$ cat src/hdl/lhb_pkg.sv
// shared types, constants and control structs of the heartbeat blinker
package lhb_pkg;

	localparam int COUNTER_WIDTH  = 32;
	localparam int LOAD_FRAC_BITS = 8;
	localparam int IN_W           = 32;
	localparam int LOAD_W         = LOAD_FRAC_BITS + 7;
	localparam int DIV_W          = (COUNTER_WIDTH > IN_W) ? COUNTER_WIDTH : IN_W;
	localparam int LOAD_OUT_W     = 15;
	localparam int MS_W           = 11;
	localparam int PHASE_W        = 3;
	localparam int STEP_W         = $clog2(LOAD_W);
	localparam int CFG_DATA_W     = 7;
	localparam int CFG_IDX_W      = 3;
	localparam int DIGIT_W        = 9;
	localparam int RECIP_PROD_W   = 16;

	typedef logic [COUNTER_WIDTH-1:0]  cnt_t;
	typedef logic [IN_W-1:0]           in_word_t;
	typedef logic [DIV_W-1:0]          divw_t;
	typedef logic [DIV_W:0]            divx_t;
	typedef logic [DIV_W+LOAD_W-1:0]   prod_t;
	typedef logic [LOAD_W-1:0]         load_t;
	typedef logic [LOAD_W:0]           load_sum_t;
	typedef logic [LOAD_W+1:0]         x3_t;
	typedef logic [LOAD_OUT_W-1:0]     load_out_t;
	typedef logic [MS_W-1:0]           ms_t;
	typedef logic [PHASE_W-1:0]        phase_t;
	typedef logic [STEP_W-1:0]         step_t;
	typedef logic [CFG_DATA_W-1:0]     cfg_data_t;
	typedef logic [CFG_IDX_W-1:0]      cfg_idx_t;
	typedef logic [DIGIT_W-1:0]        digit_t;
	typedef logic [RECIP_PROD_W-1:0]   recip_prod_t;
	typedef logic [1:0]                mode_t;
	typedef logic [6:0]                limit_t;
	typedef logic [2:0]                mask_t;

	localparam load_t FULL_SCALE = load_t'(100) << LOAD_FRAC_BITS;

	localparam ms_t ON_BASE   = ms_t'(100);
	localparam ms_t GAP_BASE  = ms_t'(200);
	localparam ms_t REST_BASE = ms_t'(1600);
	localparam ms_t WAIT_LEN  = ms_t'(1000);

	localparam x3_t ON_ROUND   = x3_t'((10 << LOAD_FRAC_BITS) - 1);
	localparam x3_t GAP_ROUND  = x3_t'((1 << (LOAD_FRAC_BITS + 1)) - 1);
	localparam x3_t REST_ROUND = x3_t'((1 << (LOAD_FRAC_BITS - 2)) - 1);

	localparam recip_prod_t RECIP_TEN   = recip_prod_t'(205);
	localparam int          RECIP_SHIFT = 11;

	localparam phase_t PH_WAIT  = 3'd0;
	localparam phase_t PH_BEAT1 = 3'd1;
	localparam phase_t PH_GAP   = 3'd2;
	localparam phase_t PH_BEAT2 = 3'd3;
	localparam phase_t PH_REST  = 3'd4;

	localparam mode_t MODE_MEAN = 2'd0;
	localparam mode_t MODE_CPU  = 2'd1;
	localparam mode_t MODE_RAM  = 2'd2;

	localparam logic OP_TICK   = 1'b0;
	localparam logic OP_SAMPLE = 1'b1;

	localparam cfg_idx_t REG_LOAD_MODE    = 3'd0;
	localparam cfg_idx_t REG_ACTIVE_LIMIT = 3'd1;
	localparam cfg_idx_t REG_LED_MASK     = 3'd2;
	localparam cfg_idx_t REG_BEEP_ENABLE  = 3'd3;
	localparam cfg_idx_t REG_DTR_ENABLE   = 3'd4;

	typedef struct packed {
		logic accept;
		logic mul_cpu;
		logic mul_ram;
		logic div_step;
		logic wr_cpu;
		logic wr_ram;
		logic tick_len;
		logic out_load;
	} cmd_t;

	typedef struct packed {
		logic out_busy;
	} sts_t;

endpackage

$ cat src/hdl/lhb_ctrl.sv
// controller state machine sequencing samples, ticks and result delivery
module lhb_ctrl (
	input  logic           clk,
	input  logic           arst_n,
	input  logic           in_valid,
	input  logic           operation,
	input  lhb_pkg::sts_t  sts,
	output lhb_pkg::cmd_t  cmd,
	output logic           in_stall
);

	typedef enum logic [7:0] {
		ST_IDLE    = 8'b0000_0001,
		ST_CPU_MUL = 8'b0000_0010,
		ST_CPU_DIV = 8'b0000_0100,
		ST_RAM_MUL = 8'b0000_1000,
		ST_RAM_DIV = 8'b0001_0000,
		ST_RAM_WR  = 8'b0010_0000,
		ST_TICK    = 8'b0100_0000,
		ST_DONE    = 8'b1000_0000
	} state_t;

	state_t          state_q, state_d;
	lhb_pkg::step_t  step_q, step_d;
	logic            step_last;

	assign step_last = (step_q == lhb_pkg::step_t'(lhb_pkg::LOAD_W - 1));
	assign in_stall  = (state_q != ST_IDLE);

	always_comb begin
		state_d = state_q;
		step_d  = step_q;
		cmd     = '0;
		case (state_q)
			ST_IDLE: begin
				if (in_valid) begin
					cmd.accept = 1'b1;
					state_d = (operation == lhb_pkg::OP_SAMPLE) ? ST_CPU_MUL : ST_TICK;
				end
			end
			ST_CPU_MUL: begin
				cmd.mul_cpu = 1'b1;
				step_d = '0;
				state_d = ST_CPU_DIV;
			end
			ST_CPU_DIV: begin
				cmd.div_step = 1'b1;
				step_d = step_q + lhb_pkg::step_t'(1);
				if (step_last) begin
					state_d = ST_RAM_MUL;
				end
			end
			ST_RAM_MUL: begin
				cmd.mul_ram = 1'b1;
				cmd.wr_cpu = 1'b1;
				step_d = '0;
				state_d = ST_RAM_DIV;
			end
			ST_RAM_DIV: begin
				cmd.div_step = 1'b1;
				step_d = step_q + lhb_pkg::step_t'(1);
				if (step_last) begin
					state_d = ST_RAM_WR;
				end
			end
			ST_RAM_WR: begin
				cmd.wr_ram = 1'b1;
				state_d = ST_DONE;
			end
			ST_TICK: begin
				cmd.tick_len = 1'b1;
				state_d = ST_DONE;
			end
			ST_DONE: begin
				if (!sts.out_busy) begin
					cmd.out_load = 1'b1;
					state_d = ST_IDLE;
				end
			end
			default: begin
				state_d = ST_IDLE;
			end
		endcase
	end

	always_ff @(posedge clk or negedge arst_n) begin
		if (!arst_n) begin
			state_q <= ST_IDLE;
			step_q  <= '0;
		end else begin
			state_q <= state_d;
			step_q  <= step_d;
		end
	end

endmodule

$ cat src/hdl/lhb_dp.sv
// datapath: config registers, load math with serial divider, beat sequencer, output word
module lhb_dp (
	input  logic                       clk,
	input  logic                       arst_n,
	input  lhb_pkg::cmd_t              cmd,
	output lhb_pkg::sts_t              sts,
	input  logic                       cfg_we,
	input  lhb_pkg::cfg_idx_t          cfg_index,
	input  lhb_pkg::cfg_data_t         cfg_data,
	input  logic                       operation,
	input  lhb_pkg::in_word_t          cpu_total_time,
	input  lhb_pkg::in_word_t          cpu_idle_time,
	input  lhb_pkg::in_word_t          mem_available_kb,
	input  lhb_pkg::in_word_t          mem_total_kb,
	input  logic                       out_stall,
	output logic                       out_valid,
	output lhb_pkg::mask_t             led_drive,
	output logic                       dtr_level,
	output logic                       beep_pulse,
	output lhb_pkg::phase_t            phase_now,
	output lhb_pkg::load_out_t         load_q8
);

	lhb_pkg::mode_t     load_mode_q;
	lhb_pkg::limit_t    active_limit_q;
	lhb_pkg::mask_t     led_mask_q;
	logic               beep_enable_q;
	logic               dtr_enable_q;

	lhb_pkg::cnt_t      prev_total_q, prev_idle_q, dt_q, di_q;
	lhb_pkg::in_word_t  avail_q, mtot_q;
	lhb_pkg::load_t     cpu_load_q, ram_load_q, latched_q;
	lhb_pkg::phase_t    phase_q;
	lhb_pkg::ms_t       ms_left_q;
	logic               reload_q, beep_q;

	lhb_pkg::divw_t     rem_q, den_q;
	lhb_pkg::load_t     lo_q, quo_q;

	logic               out_valid_q;

	lhb_pkg::load_t       sel_load;
	lhb_pkg::load_sum_t   load_sum;
	lhb_pkg::load_t       limit_q8;
	lhb_pkg::phase_t      next_phase;
	lhb_pkg::divw_t       mul_num, mul_den;
	lhb_pkg::prod_t       prod;
	lhb_pkg::divx_t       trial, diff;
	logic                 fits;
	lhb_pkg::x3_t         x3;
	lhb_pkg::digit_t      on_digit;
	lhb_pkg::recip_prod_t on_prod;
	lhb_pkg::ms_t         on_len, gap_len, rest_len, new_len;
	logic                 phase_on;

	// load selection
	assign load_sum = lhb_pkg::load_sum_t'(cpu_load_q) + lhb_pkg::load_sum_t'(ram_load_q);

	always_comb begin
		case (load_mode_q)
			lhb_pkg::MODE_CPU: sel_load = cpu_load_q;
			lhb_pkg::MODE_RAM: sel_load = ram_load_q;
			default:           sel_load = lhb_pkg::load_t'(load_sum >> 1);
		endcase
	end

	assign limit_q8 = lhb_pkg::load_t'(active_limit_q) << lhb_pkg::LOAD_FRAC_BITS;

	always_comb begin
		if (phase_q inside {lhb_pkg::PH_BEAT1, lhb_pkg::PH_GAP, lhb_pkg::PH_BEAT2}) begin
			next_phase = phase_q + lhb_pkg::phase_t'(1);
		end else if (sel_load < limit_q8) begin
			next_phase = lhb_pkg::PH_WAIT;
		end else begin
			next_phase = lhb_pkg::PH_BEAT1;
		end
	end

	// scaled multiply feeding the restoring divider
	assign mul_num = cmd.mul_cpu ? lhb_pkg::divw_t'(di_q) : lhb_pkg::divw_t'(avail_q);
	assign mul_den = cmd.mul_cpu ? lhb_pkg::divw_t'(dt_q) : lhb_pkg::divw_t'(mtot_q);
	assign prod    = lhb_pkg::prod_t'(mul_num) * lhb_pkg::prod_t'(lhb_pkg::FULL_SCALE);

	assign trial = {rem_q, lo_q[lhb_pkg::LOAD_W-1]};
	assign diff  = trial - {1'b0, den_q};
	assign fits  = (trial >= {1'b0, den_q});

	// phase lengths in ms from the latched load
	assign x3 = lhb_pkg::x3_t'(latched_q) + (lhb_pkg::x3_t'(latched_q) << 1);
	assign on_digit = lhb_pkg::digit_t'((x3 + lhb_pkg::ON_ROUND) >> lhb_pkg::LOAD_FRAC_BITS);
	assign on_prod  = lhb_pkg::recip_prod_t'(on_digit) * lhb_pkg::RECIP_TEN;
	assign on_len   = lhb_pkg::ON_BASE - lhb_pkg::ms_t'(on_prod >> lhb_pkg::RECIP_SHIFT);
	assign gap_len  = lhb_pkg::GAP_BASE
		- lhb_pkg::ms_t'((x3 + lhb_pkg::GAP_ROUND) >> (lhb_pkg::LOAD_FRAC_BITS + 1));
	assign rest_len = lhb_pkg::REST_BASE
		- lhb_pkg::ms_t'((x3 + lhb_pkg::REST_ROUND) >> (lhb_pkg::LOAD_FRAC_BITS - 2));

	always_comb begin
		case (phase_q)
			lhb_pkg::PH_BEAT1, lhb_pkg::PH_BEAT2: new_len = on_len;
			lhb_pkg::PH_GAP:                      new_len = gap_len;
			lhb_pkg::PH_REST:                     new_len = rest_len;
			default:                              new_len = lhb_pkg::WAIT_LEN;
		endcase
	end

	assign phase_on = (phase_q == lhb_pkg::PH_BEAT1) || (phase_q == lhb_pkg::PH_BEAT2);

	// config registers
	always_ff @(posedge clk or negedge arst_n) begin
		if (!arst_n) begin
			load_mode_q    <= lhb_pkg::MODE_MEAN;
			active_limit_q <= '0;
			led_mask_q     <= lhb_pkg::mask_t'(1);
			beep_enable_q  <= 1'b0;
			dtr_enable_q   <= 1'b1;
		end else if (cfg_we) begin
			case (cfg_index)
				lhb_pkg::REG_LOAD_MODE:    load_mode_q    <= lhb_pkg::mode_t'(cfg_data);
				lhb_pkg::REG_ACTIVE_LIMIT: active_limit_q <= lhb_pkg::limit_t'(cfg_data);
				lhb_pkg::REG_LED_MASK:     led_mask_q     <= lhb_pkg::mask_t'(cfg_data);
				lhb_pkg::REG_BEEP_ENABLE:  beep_enable_q  <= cfg_data[0];
				lhb_pkg::REG_DTR_ENABLE:   dtr_enable_q   <= cfg_data[0];
				default: ;
			endcase
		end
	end

	// load and sequencer state
	always_ff @(posedge clk or negedge arst_n) begin
		if (!arst_n) begin
			prev_total_q <= '0;
			prev_idle_q  <= '0;
			cpu_load_q   <= '0;
			ram_load_q   <= '0;
			latched_q    <= '0;
			phase_q      <= lhb_pkg::PH_WAIT;
			ms_left_q    <= '0;
			reload_q     <= 1'b0;
			beep_q       <= 1'b0;
		end else begin
			if (cmd.accept) begin
				reload_q <= 1'b0;
				beep_q   <= 1'b0;
				if (operation == lhb_pkg::OP_SAMPLE) begin
					prev_total_q <= lhb_pkg::cnt_t'(cpu_total_time);
					prev_idle_q  <= lhb_pkg::cnt_t'(cpu_idle_time);
				end else if (ms_left_q == '0) begin
					reload_q <= 1'b1;
					phase_q  <= next_phase;
					if (!(phase_q inside {lhb_pkg::PH_BEAT1, lhb_pkg::PH_GAP,
						lhb_pkg::PH_BEAT2})) begin
						latched_q <= sel_load;
					end
					beep_q <= beep_enable_q && ((next_phase == lhb_pkg::PH_BEAT1) ||
						(next_phase == lhb_pkg::PH_BEAT2));
				end
			end
			if (cmd.tick_len) begin
				ms_left_q <= (reload_q ? new_len : ms_left_q) - lhb_pkg::ms_t'(1);
			end
			if (cmd.wr_cpu && (dt_q != '0)) begin
				cpu_load_q <= (di_q >= dt_q) ? '0 : lhb_pkg::FULL_SCALE - quo_q;
			end
			if (cmd.wr_ram && (mtot_q != '0)) begin
				ram_load_q <= (avail_q >= mtot_q) ? '0 : lhb_pkg::FULL_SCALE - quo_q;
			end
		end
	end

	// sample operands and divider
	always_ff @(posedge clk) begin
		if (cmd.accept) begin
			dt_q    <= lhb_pkg::cnt_t'(cpu_total_time) - prev_total_q;
			di_q    <= lhb_pkg::cnt_t'(cpu_idle_time) - prev_idle_q;
			avail_q <= mem_available_kb;
			mtot_q  <= mem_total_kb;
		end
		if (cmd.mul_cpu || cmd.mul_ram) begin
			rem_q <= prod[lhb_pkg::DIV_W+lhb_pkg::LOAD_W-1:lhb_pkg::LOAD_W];
			lo_q  <= prod[lhb_pkg::LOAD_W-1:0];
			den_q <= mul_den;
		end else if (cmd.div_step) begin
			rem_q <= fits ? diff[lhb_pkg::DIV_W-1:0] : trial[lhb_pkg::DIV_W-1:0];
			lo_q  <= lo_q << 1;
			quo_q <= {quo_q[lhb_pkg::LOAD_W-2:0], fits};
		end
	end

	// output word register
	always_ff @(posedge clk or negedge arst_n) begin
		if (!arst_n) begin
			out_valid_q <= 1'b0;
		end else if (cmd.out_load) begin
			out_valid_q <= 1'b1;
		end else if (!out_stall) begin
			out_valid_q <= 1'b0;
		end
	end

	always_ff @(posedge clk) begin
		if (cmd.out_load) begin
			led_drive  <= phase_on ? led_mask_q : '0;
			dtr_level  <= phase_on && dtr_enable_q;
			beep_pulse <= beep_q;
			phase_now  <= phase_q;
			load_q8    <= lhb_pkg::load_out_t'(sel_load);
		end
	end

	assign out_valid    = out_valid_q;
	assign sts.out_busy = out_valid_q && out_stall;

endmodule

$ cat src/hdl/load_driven_heartbeat_blinker_unit.sv
// top level of the load-driven heartbeat blinker
// Usage:
// in channel (in_valid / in_stall) carries one word per millisecond tick
// (operation 0) or per load sample (operation 1, counters and memory figures).
// out channel (out_valid / out_stall) returns exactly one word per input word:
// LED lines, DTR level, beep pulse, current phase and the selected Q8 load.
// A sample passes, after acceptance, through a multiply step and one restoring-
// divider step per quotient bit for the CPU load, the same for the RAM load, a
// write step and an output step; a tick passes through a length step and the
// output step. The output step waits while the output register still holds an
// untaken word. The shared serial divider makes a sample's work take longer
// than a tick's.
// One word is in work at a time; in_stall rises after each acceptance and
// falls at the edge that registers the result word.
// The output register holds a finished word while the receiver stalls, and
// the next input word is taken meanwhile; a second result waits until the
// first is taken.
// cfg_we / cfg_index / cfg_data write the mode, limit, mask and enables
// between words. Reset clears loads and sequencer and restores register
// defaults; the first tick after reset starts a new period.
module load_driven_heartbeat_blinker_unit (
	input  logic                  clk,
	input  logic                  arst_n,
	input  logic                  cfg_we,
	input  lhb_pkg::cfg_idx_t     cfg_index,
	input  lhb_pkg::cfg_data_t    cfg_data,
	input  logic                  in_valid,
	output logic                  in_stall,
	input  logic                  operation,
	input  lhb_pkg::in_word_t     cpu_total_time,
	input  lhb_pkg::in_word_t     cpu_idle_time,
	input  lhb_pkg::in_word_t     mem_available_kb,
	input  lhb_pkg::in_word_t     mem_total_kb,
	output logic                  out_valid,
	input  logic                  out_stall,
	output lhb_pkg::mask_t        led_drive,
	output logic                  dtr_level,
	output logic                  beep_pulse,
	output lhb_pkg::phase_t       phase_now,
	output lhb_pkg::load_out_t    load_q8
);

	lhb_pkg::cmd_t cmd;
	lhb_pkg::sts_t sts;

	lhb_ctrl u_ctrl (
		.clk       (clk),
		.arst_n    (arst_n),
		.in_valid  (in_valid),
		.operation (operation),
		.sts       (sts),
		.cmd       (cmd),
		.in_stall  (in_stall)
	);

	lhb_dp u_dp (
		.clk              (clk),
		.arst_n           (arst_n),
		.cmd              (cmd),
		.sts              (sts),
		.cfg_we           (cfg_we),
		.cfg_index        (cfg_index),
		.cfg_data         (cfg_data),
		.operation        (operation),
		.cpu_total_time   (cpu_total_time),
		.cpu_idle_time    (cpu_idle_time),
		.mem_available_kb (mem_available_kb),
		.mem_total_kb     (mem_total_kb),
		.out_stall        (out_stall),
		.out_valid        (out_valid),
		.led_drive        (led_drive),
		.dtr_level        (dtr_level),
		.beep_pulse       (beep_pulse),
		.phase_now        (phase_now),
		.load_q8          (load_q8)
	);

	a_busy_after_accept: assert property (@(posedge clk) disable iff (!arst_n)
		in_valid && !in_stall |=> in_stall)
		else $error("block took a word without going busy");

	a_beep_in_beat: assert property (@(posedge clk) disable iff (!arst_n)
		out_valid && beep_pulse |->
			(phase_now == lhb_pkg::PH_BEAT1) || (phase_now == lhb_pkg::PH_BEAT2))
		else $error("beep outside an on phase");

	a_dark_off_beat: assert property (@(posedge clk) disable iff (!arst_n)
		out_valid && (phase_now != lhb_pkg::PH_BEAT1) && (phase_now != lhb_pkg::PH_BEAT2)
			|-> (led_drive == '0) && !dtr_level)
		else $error("LED or DTR driven outside an on phase");

	a_load_range: assert property (@(posedge clk) disable iff (!arst_n)
		out_valid |-> (load_q8 <= lhb_pkg::load_out_t'(lhb_pkg::FULL_SCALE)))
		else $error("load above full scale");

endmodule
$ cat config.mk
export PLATFORM = sky130hd
export DESIGN_NAME = load_driven_heartbeat_blinker_unit
export DESIGN_NICKNAME = d
export VERILOG_FILES = /design/src/hdl/lhb_pkg.sv /design/src/hdl/lhb_ctrl.sv /design/src/hdl/lhb_dp.sv /design/src/hdl/load_driven_heartbeat_blinker_unit.sv
export SDC_FILE = /design/constraint.sdc
export NUM_CORES = 1
export LEC_CHECK = 0
export ABC_CLOCK_PERIOD_IN_PS = 12000
export BUFFER_PORTS_ARGS = -buffer_cell sky130_fd_sc_hd__buf_2
export CELL_PAD_IN_SITES_DETAIL_PLACEMENT = 1
export CELL_PAD_IN_SITES_GLOBAL_PLACEMENT = 2
export CORE_ASPECT_RATIO = 0.7
export CORE_UTILIZATION = 41
export CTS_BUF_LIST = sky130_fd_sc_hd__clkbuf_16
export DETAILED_ROUTE_END_ITERATION = 10
export PLACE_DENSITY_LB_ADDON = 0.1
export SLEW_MARGIN = 20
export SYNTH_ARGS = -nofsm -noshare
export SYNTH_HDL_FRONTEND = slang
export SYNTH_HIERARCHICAL = 1
export SYNTH_SLANG_ARGS = --single-unit
$ cat constraint.sdc
create_clock -name clk -period 12 [get_ports clk]
set_clock_uncertainty 0.1 [all_clocks]
set_input_delay 1.2 -clock clk [delete_from_list [all_inputs] [get_ports clk]]
set_output_delay 1.2 -clock clk [all_outputs]
set_load 0.005 [all_outputs]
==> flow_summary.yaml <==
run_status:
  status: "complete, no violations"
worst_setup_path:
  end_kind: "flop"
  cpMostUsedCell: "inv_1"
  cp-start-kind: "flop"
  crit_type: "reg -> reg"
  timing.rr.end: "u_dp/ms_left_q[10]"
  critPathLaunch: "u_dp/latched_q[1]"
  r2r_slack_ns: 2.46
  arrival_ns: 9.92
  crit_fanout: 9
  crit_slowest_cell: "nor4_1"
  cp_data_required_time_ns: 12.38
  max_stage_delay_ns: 0.72
  worstReg2RegStart: "u_dp/latched_q[1]"
  worst-r2r-cell-count: 31
cells_and_area:
  drive_above_1_share_pct: 13.1
  final_common_cell: "inv_1"
  areaGrowthSynthToFinish_pct: 12.4
  seq_area_sq_mm: 0.0109
  nets: 3633
  multi_input_area_sq_mm: 0.0163
  final_cell_mix: "419 x inv_1, 346 x ha_1, 235 x edfxtp_1"
  fillers: 7846
grt:
  antenna_found_initial: 7
  grt_start_max_net_pins: 79
  grt_pass1_wl_um: 133000
  globalRouteOverflowTotal: 0
  grt.total_usage_pct: 24.1
  grt_pass1_vias: 22800
cts:
  clk_latency_ns: 0.60
  cts_tree: "done"
  cts_setup_buffers: 0
  clockBufferDepth: 3
  cts_resized: 0
  cts_root_buffer: "clkbuf_16"
  holdBufCountCts: 0
  clock-sinks: 387
  cts_made_buffers: 46
  htree_levels: 2
  clk_pin_slew_ns: 0.06
placement:
  place.gp.congestion: 0.873
  detailedPlace.worstSlack_ns: 2.59
  io_buffer_count: 168
  hpwl_um: 68800
timing:
  slew_violations: 0
  fmax_mhz: 105
  max_slew.worst_pin.slew_ns: 1.06
  setup_tns_ns: 0
  relSlewSlack_pct: 29.5
  hold_viol_final: 0
  setup-violations-final: 0
  rsz0062_at_grt: "no"
  fin_crit_ns: 9.54
  fin_ws_ns: 2.46
  fin_crit_sh_pct: 79.5
route:
  detail-route-antenna-nets: 0
  drt_wl_total_um: 85800
  drcViolationCount: 0
  wire_per_inst_um: 21.2
  vias: 22000
  vias_per_cell: 5.44
  firstDrtPassIters: 5
  drt_iter0_drc: 1504
floorplanning:
  die_h_um: 224
  io_pins: 169
  die_area_sq_mm: 0.0717
  core_sq_mm: 0.0698
  initial_core_util_pct: 41.5
  die_x_um: 320
  num_rows: 81
min_path:
  hold_end: "u_dp/beep_pulse"
  min_delay_path_depth: 0
  hold_class: "reg -> reg"
  hp-start: "u_dp/beep_q"
power:
  ir_worst_vdd_mv: 0.162
  pwr-share-clk_pct: 15.6
  p_int_uw: 5540
  p_sw_uw: 4630
  finalPower_uw: 10200
  leakagePower_uw: 0.0149
  swShare_pct: 45.5
  p_comb_share_pct: 60.7
  p_per_area_mw_per_mm2: 313
  p_seq_share_pct: 23.7
synth:
  ys_types: 98
  yosysTopAreaCell: "edfxtp_1"
  synth.area.top_cells: "edfxtp_1 24%, ha_1 15%, dfrtp_1 13%"
  synth_area_per_cell_sq_um: 9.88
  seq_area_frac_synth_pct: 37.5
  synth_top_area_share_pct: 24.4
  syn_nets: 3467
  yosysWarnings: 6
  postSynthCellCount: 2932
  synthArstFlopShare_pct: 39.3
  synth_seq_cells: 387
  synth_edf_count: 235
  synthFlopType: "edfxtp_1"
  synthesis.area_sq_mm: 0.0290
run:
  max_cap_viol_count: 0
registers in the layout, summed over array words and instances, names as in the netlist, 2 cells and up:
register             cells
u_dp/mtot_q             32
u_dp/latched_q          15
u_dp/ram_load_q         15
u_dp/prev_total_q       32
u_dp/dt_q               32
u_dp/phase_now           3
u_dp/active_limit_q      7
u_dp/di_q               32
u_ctrl/step_q            4
u_dp/quo_q              15
u_dp/load_mode_q         2
u_dp/phase_q             3
u_dp/prev_idle_q        32
u_dp/load_q8            15
u_dp/den_q              32
u_dp/avail_q            32
u_dp/lo_q                5
u_ctrl/state_q           8
u_dp/cpu_load_q         15
u_dp/rem_q              32
u_dp/led_drive           3
u_dp/led_mask_q          3
u_dp/ms_left_q          11
critical path, delay by kind of cell (launching register included):
family	cells	cell delay, ns
compound gates	7	1.78
xor+xnor	4	1.13
fa+ha+maj	8	3.23
buf+inv	5	0.32
flops	1	0.44
mux	1	0.27
simple gates	6	2.15
cell families (layout without fill, tap and decap cells):
logic type                 Yosys count  after routing  share of synthesized area, %
AOI/OAI and AO/OA                  689            689                          15.8
DFF                                387            387                          37.5
adders and majority gates          391            391                          18.1
xor gates and xnor gates           190            190                          5.77
muxes                              131            131                          4.92
and+or+nand+nor                    658            658                          11.4
buffers and inverters              486            690                          6.46
other                                0              4                             0
area by class of cell:
cell class / count / share of cell area, %
timing repair buffer: 186 / 3.06
inverter: 418 / 4.82
sequential: 387 / 33.4
tap: 913 / 3.51
clock inverter: 39 / 1.59
clock buffer: 47 / 3.61
multi-input combinational: 2059 / 50.0
antenna: 4 / 0.0308
stage by stage:
stage	util (%)	std cells	hold WS, ns	cell area (sq um)
final	46.6	4053	0.360	32500
after global routing	46.6	4053	0.376	32500
after CTS	46.6	4048	0.364	32500
after detailed placement	44.1	3962	0.347	30800
after global placement	44.1	3962	0.335	30800
after floorplan	-	2932	0.325	29000
metal layers:
layer  GRT usage (%)  vias up  wire length [um]
met4            6.48        0              1750
met2            32.0      380             32500
met3            3.12       84              3660
met1            39.7    10900             47900
li1                -    10700                 -
met5               0        -                 0
how the worst max path moves through the flow:
stage / end / depth (start not counted) / slack (ns)
after floorplan: u_dp/latched_q[11] / 7 / 3.17
after global placement: u_dp/ms_left_q[10] / 31 / 2.88
after detailed placement: u_dp/ms_left_q[10] / 31 / 2.59
after CTS: u_dp/ms_left_q[10] / 31 / 2.53
after global routing: u_dp/ms_left_q[10] / 31 / 1.94
final: u_dp/ms_left_q[10] / 31 / 2.46
cell usage after synthesis, types with 43 or more instances:
library cell,n
o21ai_0,175
ha_1,346
inv_1,417
nand3_1,51
mux2_2,87
xor2_1,59
mux2i_1,43
nand2_1,180
clkbuf_1,47
nor2_1,155
edfxtp_1,235
a21oi_1,150
xnor2_1,130
a21o_1,77
fa_1,45
dfrtp_1,149
power groups by stage:
stage          Combinational [uW]  Clock, uW  Sequential, uW
5_1_grt                      6960       1670            2460
2_1_floorplan                4550          0            2290
4_1_cts                      6180       1630            2410
3_3_place_gp                 5920          0            2410
6_report                     6170       1590            2410
3_5_place_dp                 6120          0            2430
Power figures use the tool's default switching activity.
